===== src/rtl/msl_pkg.sv =====
`timescale 1ns / 1ps
package msl_pkg;

    localparam int LIST_DEPTH = 1024;
    localparam int ADDR_W     = $clog2(LIST_DEPTH);
    localparam int CNT_W      = $clog2(LIST_DEPTH + 1);
    // walk length and list total need one bit more than a single count
    localparam int TOT_W      = CNT_W + 1;
    localparam int VAL_W      = 32;
    localparam int MED_W      = VAL_W + 1;

    localparam logic CMD_FIRST  = 1'b0;
    localparam logic CMD_SECOND = 1'b1;

    typedef struct packed {
        logic                    cmd;
        logic signed [VAL_W-1:0] value;
        logic                    end_of_load;
    } t_in;

    typedef struct packed {
        logic signed [MED_W-1:0] median_doubled;
        logic                    overflow;
    } t_out;

    typedef enum logic [1:0] {
        S_LOAD,
        S_PRIME,
        S_WALK,
        S_DONE
    } t_state;

    typedef struct packed {
        logic load;
        logic start;
        logic step;
        logic emit;
    } t_ctl;

    typedef struct packed {
        logic walk_done;
        logic out_busy;
    } t_sts;

endpackage


===== src/rtl/msl_ctrl.sv =====
`timescale 1ns / 1ps
module msl_ctrl (
    input  logic          i_clk,
    input  logic          i_rst_n,
    input  logic          i_in_valid,
    input  logic          i_end_of_load,
    input  logic          i_out_ready,
    input  msl_pkg::t_sts i_sts,
    output logic          o_in_ready,
    output msl_pkg::t_ctl o_ctl
);
    import msl_pkg::*;

    t_state r_state;
    t_state n_state;

    always_ff @(posedge i_clk) begin
        if (!i_rst_n) begin
            r_state <= S_LOAD;
        end else begin
            r_state <= n_state;
        end
    end

    always_comb begin
        n_state    = r_state;
        o_in_ready = 1'b0;
        o_ctl      = '0;
        unique case (r_state)
            S_LOAD: begin
                o_in_ready = 1'b1;
                if (i_in_valid) begin
                    o_ctl.load = 1'b1;
                    if (i_end_of_load) begin
                        n_state = S_PRIME;
                    end
                end
            end
            S_PRIME: begin
                // index 0 of both lists is fetched here
                o_ctl.start = 1'b1;
                n_state     = S_WALK;
            end
            S_WALK: begin
                if (i_sts.walk_done) begin
                    n_state = S_DONE;
                end else begin
                    o_ctl.step = 1'b1;
                end
            end
            S_DONE: begin
                if (!i_sts.out_busy || i_out_ready) begin
                    o_ctl.emit = 1'b1;
                    n_state    = S_LOAD;
                end
            end
            default: n_state = S_LOAD;
        endcase
    end

endmodule


===== config.mk =====
export PLATFORM = sky130hd
export DESIGN_NAME = msl_ctrl
export DESIGN_NICKNAME = d
export VERILOG_FILES = /design/src/rtl/msl_pkg.sv /design/src/rtl/msl_ctrl.sv
export SDC_FILE = /design/constraint.sdc
export NUM_CORES = 1
export LEC_CHECK = 0
export CORE_AREA = 2 2 39 41
export DETAILED_ROUTE_END_ITERATION = 10
export DIE_AREA = 0 0 41 43
export DONT_BUFFER_PORTS = 1
export PLACE_DENSITY = 0.3
export RECOVER_POWER = 100
export SLEW_MARGIN = 25
export SYNTH_ARGS = -nofsm -noshare
export SYNTH_HDL_FRONTEND = slang
export SYNTH_SLANG_ARGS = --single-unit

===== constraint.sdc =====
create_clock -name i_clk -period 2.67 [get_ports i_clk]
set_clock_uncertainty 0.15 [all_clocks]
set_input_delay 0.534 -clock i_clk [delete_from_list [all_inputs] [get_ports i_clk]]
set_output_delay 0.534 -clock i_clk [all_outputs]
set_load 0.01 [all_outputs]

==> qor.yml, run 1 <==
drive_above_1_share: 0.125
cts_tree: "built"
synth_nets: 33
postSynthCellCount: 21
fill_cells: 163
crit_path_max_fanout: 4
ctsLongestPathBuffers: 2
htreeDepth: 1
finalCriticalPeriod_ps: 1900
place_congestion: 0.644
dp.final_hpwl_um: 387
grt_use_total: 0.0699
layout.nets: 38
antenna_found_initial: 0
max_slew.worst_pin.slew_ps: 432
grt_pass1_wl_um: 717
insertion_delay_ps: 240
boundaryPins: 12
rows: 14
first_pass_iters: 1
rsz0062_at_grt: "no"
cp-startpoint: "r_state[0]"
grt_max_degree: 5
yosysTopAreaCell: "ha_1"
async_flop_share: 0
cap_viol_max_count: 0
setup_viol: 0
syn_to_final_growth_pct: 22.1
avgSynthCellArea_um2: 9.18
ys_types: 14
peakVddDrop_v: 0.000273
fin_crit_sh: 0.711
start_kind: "register"
viasPerCell: 4.13
yosys_warnings: 0
holdBufCountCts: 0
path_buf_inv: 1
synth_top_area_frac: 0.325
post-cts-setup-buffers: 0
yosysSeqAreaShare: 0.208
io_buffers: 0
ant_nets: 0
start_util: 0.139
yosysMostFrequentCell: "ha_1"
crit_slowest_cell: "nor2b_1"
seqCellArea_um2: 40.0
top_register: "r_state"
cts-root-buf: "clkbuf_4"
outcome: "completed"
reg_top3: "r_state: 2 flops"
die_area_um2: 1760
fmax_mhz: 527
synth_flop_cell: "dfxtp_1"
synthesis.area_um2: 193
cts-resized-gates: 0
ff2ff_setup_slack_ps: 820
worstHoldPathType: "in2reg"
wl_per_cell_um: 12.2
grt-ovfl-total: 0
crit_path_end_kind: "output port"
synthTopCellsByCount: "ha_1 (5), inv_1 (3), dfxtp_1 (2)"
multiInputGateArea_um2: 141
drc: 0
ys_ff_latch: 2
largest_reg_flops: 2
drv_slew: 0
vias: 165
cpPeakStageDelay_ps: 360
yosys-top-cells-area: "ha_1 (32%), dfxtp_1 (21%), inv_1 (5.8%)"
drt_iter0_markers: 0
setup_tns_ps: 0
drt_wl_total_um: 486
relSlewSlack: 0.709
reg2reg_from: "r_state[1]"
critPathTopFamily: "simple AND/OR/NAND/NOR gates"
pwr_density_cell_nw_per_um2: 1130
clock-sinks: 2
required_ps: 1990
die_w_um: 41
n_antenna_cell: 0
worst-setup-path-type: "reg2out"
p_leak_nw: 0.107
clk_pin_slew_ps: 40
die_y_um: 43
fin_util: 0.170
critPathArrivalTime_ps: 1210
holdCritStartpoint: "i_rst_n"
cts_made_buffers: 3
grt_pass1_vias: 190
fp.coreArea_um2: 1380
hold_violations: 0
synth_edf_count: 0
worstPathCellList: "inv_1 > ha_1 > nor2b_1"
==> layout make-up <==
type                       instances  area share
inverter                           3      0.0479
tap                               16      0.0851
sequential                         2       0.170
clock buffer                       3      0.0957
multi-input combinational         16       0.601
==> metrics by stage <==
stage	hold slack, ps	setup slack, ps	power (mW)	instances	cell area [um^2]
after floorplan	350	977	0.171	21	193
after global placement	417	870	0.198	37	213
after detailed placement	431	831	0.202	37	213
after CTS	298	757	0.278	40	235
after global routing	313	697	0.294	40	235
final	302	772	0.266	40	235
==> kinds of logic after synthesis <==
group           synth area share
compound gates             0.208
fa+ha+maj                  0.325
buf+inv                   0.0584
flops                      0.208
simple gates               0.201
==> report_power, final <==
group	total, mW	switching, mW	internal, mW
logic	0.135	0.0812	0.0539
clock network	0.0710	0.0211	0.0499
registers	0.0600	0.0142	0.0458
==> per-layer routing <==
metal,global-route usage,share of wire
met1,0.0443,0.31
met5,0,0
met3,0.0419,0.18
met2,0.103,0.47
met4,0.100,0.035
==> worst register-to-register path: cells and delay by family (launching register included) <==
family / cells / cell delay (ps)
buffers and inverters: 1 / 100
DFF: 1 / 380
AOI/OAI and AO/OA: 1 / 190
and+or+nand+nor: 2 / 660
adders and majority gates: 1 / 240
==> layout by cell type, fill, tap and decap left out <==
cell type / instances
clkbuf_4: 3
o41ai_1: 1
and2_0: 1
inv_1: 3
a21boi_0: 2
or4_1: 1
and3b_1: 1
nand2_1: 1
ha_1: 5
and3_1: 1
dfxtp_1: 2
nor2b_1: 1
o31ai_1: 1
o311ai_0: 1
==> worst paths after layout <==
kind | to | depth (start not counted)
worst min register to register | r_state[1] | 2
worst max register to register | r_state[0] | 5
worst min-delay path | r_state[1] | 2
worst max-delay path | o_ctl[1] | 3
Power figures use the tool's default switching activity.
==> run 2: changes to the inputs <==
--- a/config.mk
+++ b/config.mk
@@ -5,11 +5,12 @@
 export SDC_FILE = /design/constraint.sdc
 export NUM_CORES = 1
 export LEC_CHECK = 0
+export ABC_AREA = 1
 export CORE_AREA = 2 2 39 41
 export DETAILED_ROUTE_END_ITERATION = 10
 export DIE_AREA = 0 0 41 43
 export DONT_BUFFER_PORTS = 1
-export PLACE_DENSITY = 0.3
+export PLACE_DENSITY = 0.31
 export RECOVER_POWER = 100
 export SLEW_MARGIN = 25
 export SYNTH_ARGS = -nofsm -noshare
==> constraint.sdc (replaced) <==
create_clock -name i_clk -period 1.6 [get_ports i_clk]
set_clock_uncertainty 0.15 [all_clocks]
set_input_delay 0.32 -clock i_clk [delete_from_list [all_inputs] [get_ports i_clk]]
set_output_delay 0.32 -clock i_clk [all_outputs]
set_load 0.01 [all_outputs]
==> qor.yml, run 2 <==
outcome: "completed"
syn_to_final_growth_pct: 27.0
postSynthCellCount: 32
crit_path_max_fanout: 4
ys_ff_latch: 2
p_sw_frac: 0.395
pwr_density_cell_nw_per_um2: 1690
yosys-top-cells-area: "ha_1 (25%), dfxtp_1 (16%), bufinv_8 (14%)"
place_congestion: 0.621
dp_slack_ps: 162
synthesis.area_um2: 250
die_area_um2: 1760
drt_wl_total_um: 513
drt_iter0_markers: 0
cp-startpoint: "r_state[0]"
synth_flop_cell: "dfxtp_1"
p_comb_frac: 0.625
grt_use_total: 0.0740
yosys_warnings: 0
clock-sinks: 2
start_util: 0.181
relSlewSlack: 0.894
die_w_um: 41
grt_pass1_vias: 229
yosys-mux-area-fraction: 0
dp.final_hpwl_um: 397
synth_edf_count: 0
worstPathCellList: "bufinv_8 > ha_1 > nand2_2 > inv_2"
insertion_delay_ps: 220
fin_cells: 52
cts_tree: "built"
synth_top_area_frac: 0.250
hold_violations: 0
start_kind: "register"
rows: 14
required_ps: 1130
rsz0062_at_grt: "yes"
synth_top_family_by_area: "simple AND/OR/NAND/NOR gates"
ant_nets: 0
ys_types: 11
fmax_mhz: 643
synth_nets: 44
p_leak_nw: 0.180
grt_pass1_wl_um: 834
avgSynthCellArea_um2: 7.82
grt_max_degree: 5
synth_xor_area_frac: 0
power_frac_clock: 0.209
first_pass_iters: 1
finalWorstSetupSlack_ps: 45.3
peakVddDrop_v: 0.000555
viasPerCell: 3.81
async_flop_share: 0
critPathArrivalTime_ps: 1080
synthTopCellsByCount: "inv_1 (6), nand2_1 (6), ha_1 (5)"
drc: 0
p_seq_frac: 0.165
power.internal_uw: 326
power_uw: 538
fp.coreArea_um2: 1380
largest_reg_flops: 2
max_slew.worst_pin.slew_ps: 158
final_cell_mix: "inv_1 (6), nand2_1 (6), ha_1 (4), nor2_1 (3), clkbuf_4 (3)"
dpl.cell_count: 48
yosysTopAreaCell: "ha_1"
crit_slowest_cell: "dfxtp_2"
n_antenna_cell: 0
top_register: "r_state"
vias: 198
cpPeakStageDelay_ps: 330
hold_ws_ps: 65.0
yosysSeqAreaShare: 0.160
yosys.area_share.simple: 0.315
cts-root-buf: "clkbuf_4"
reg2reg_from: "r_state[0]"
ctsLongestPathBuffers: 2
fill_cells: 169
htreeDepth: 1
reg_top3: "r_state: 2 flops"
switchingPower_uw: 212
die_y_um: 43
antenna_found_initial: 0
boundaryPins: 12
holdCritStartpoint: "i_rst_n"
cap_viol_max_count: 0
setup_viol: 0
drive_above_1_share: 0.389
io_buffers: 0
layout.nets: 50
crit_path_end_kind: "output port"
drv_slew: 0
wl_per_cell_um: 9.87
clk_pin_slew_ps: 30
synthAdderAreaFrac: 0.250
finalCriticalPeriod_ps: 1550
worstHoldPathType: "in2reg"
fin_crit_sh: 0.972
worst-setup-path-type: "reg2out"
cts_made_buffers: 3
synth-compound-area-share: 0.0300
grt-ovfl-total: 0
==> run 2: worst paths after layout <==
path	cells after the start	slack, ps	end
hold / removal	2	70	r_state[0]
setup / recovery	4	50	o_ctl[1]
setup reg to reg	8	180	r_state[0]
hold reg to reg	4	540	r_state[0]
==> run 2: cell families after synthesis <==
| family | after synthesis |
|---|---|
| AO/OA/AOI/OAI | 1 |
| adder cells (fa/ha/maj) | 5 |
| buffers and inverters | 9 |
| flip-flops | 2 |
| AND/OR/NAND/NOR | 15 |
==> run 2: repair_timing <==
action	4_1_cts	5_1_grt
hold buffers	0	0
buffers inserted	1	0
setup endpoints to repair	2	2
pin swaps	1	0
gates resized for setup	3	1
hold endpoints to repair	0	0
==> run 2: area by class of cell <==
cell class                      count  area [um^2]  area share
Clock buffer                        3         22.5      0.0709
Inverter                            9         61.3       0.193
Multi-Input combinational cell     21          165       0.520
Sequential cell                     2         41.3       0.130
Tap cell                           16         20.0      0.0630
Timing Repair Buffer                1         7.51      0.0236
==> run 2: routing by layer <==
layer	up-vias	GRT usage	routed length [um]
met3	0	0.0366	44
met2	9	0.119	265
met1	86	0.0635	202
met4	0	0.0600	0
li1	103	-	-
met5	-	0	0
==> run 2: power groups by stage <==
stage                     Combinational, mW  Sequential (mW)  Clock [mW]
after floorplan                       0.265           0.0832           0
after global placement                0.314           0.0867           0
after detailed placement              0.310           0.0873           0
after CTS                             0.344           0.0892       0.122
after global routing                  0.379           0.0919       0.126
final                                 0.337           0.0889       0.113
==> run 2: worst max-delay path: cells and delay by family, from the launching register on <==
| kind | cells | cell delay, ps |
|---|---|---|
| fa+ha+maj | 1 | 220 |
| buf+inv | 2 | 240 |
| flops | 1 | 330 |
| simple gates | 1 | 80 |
==> run 2: through the flow <==
stage                util  area (um^2)  setup TNS (ps)
finish              0.230          318               0
global route        0.230          318           -1.70
CTS                 0.227          314               0
detailed placement  0.195          270               0
global placement    0.195          270               0
floorplan               -          250               0
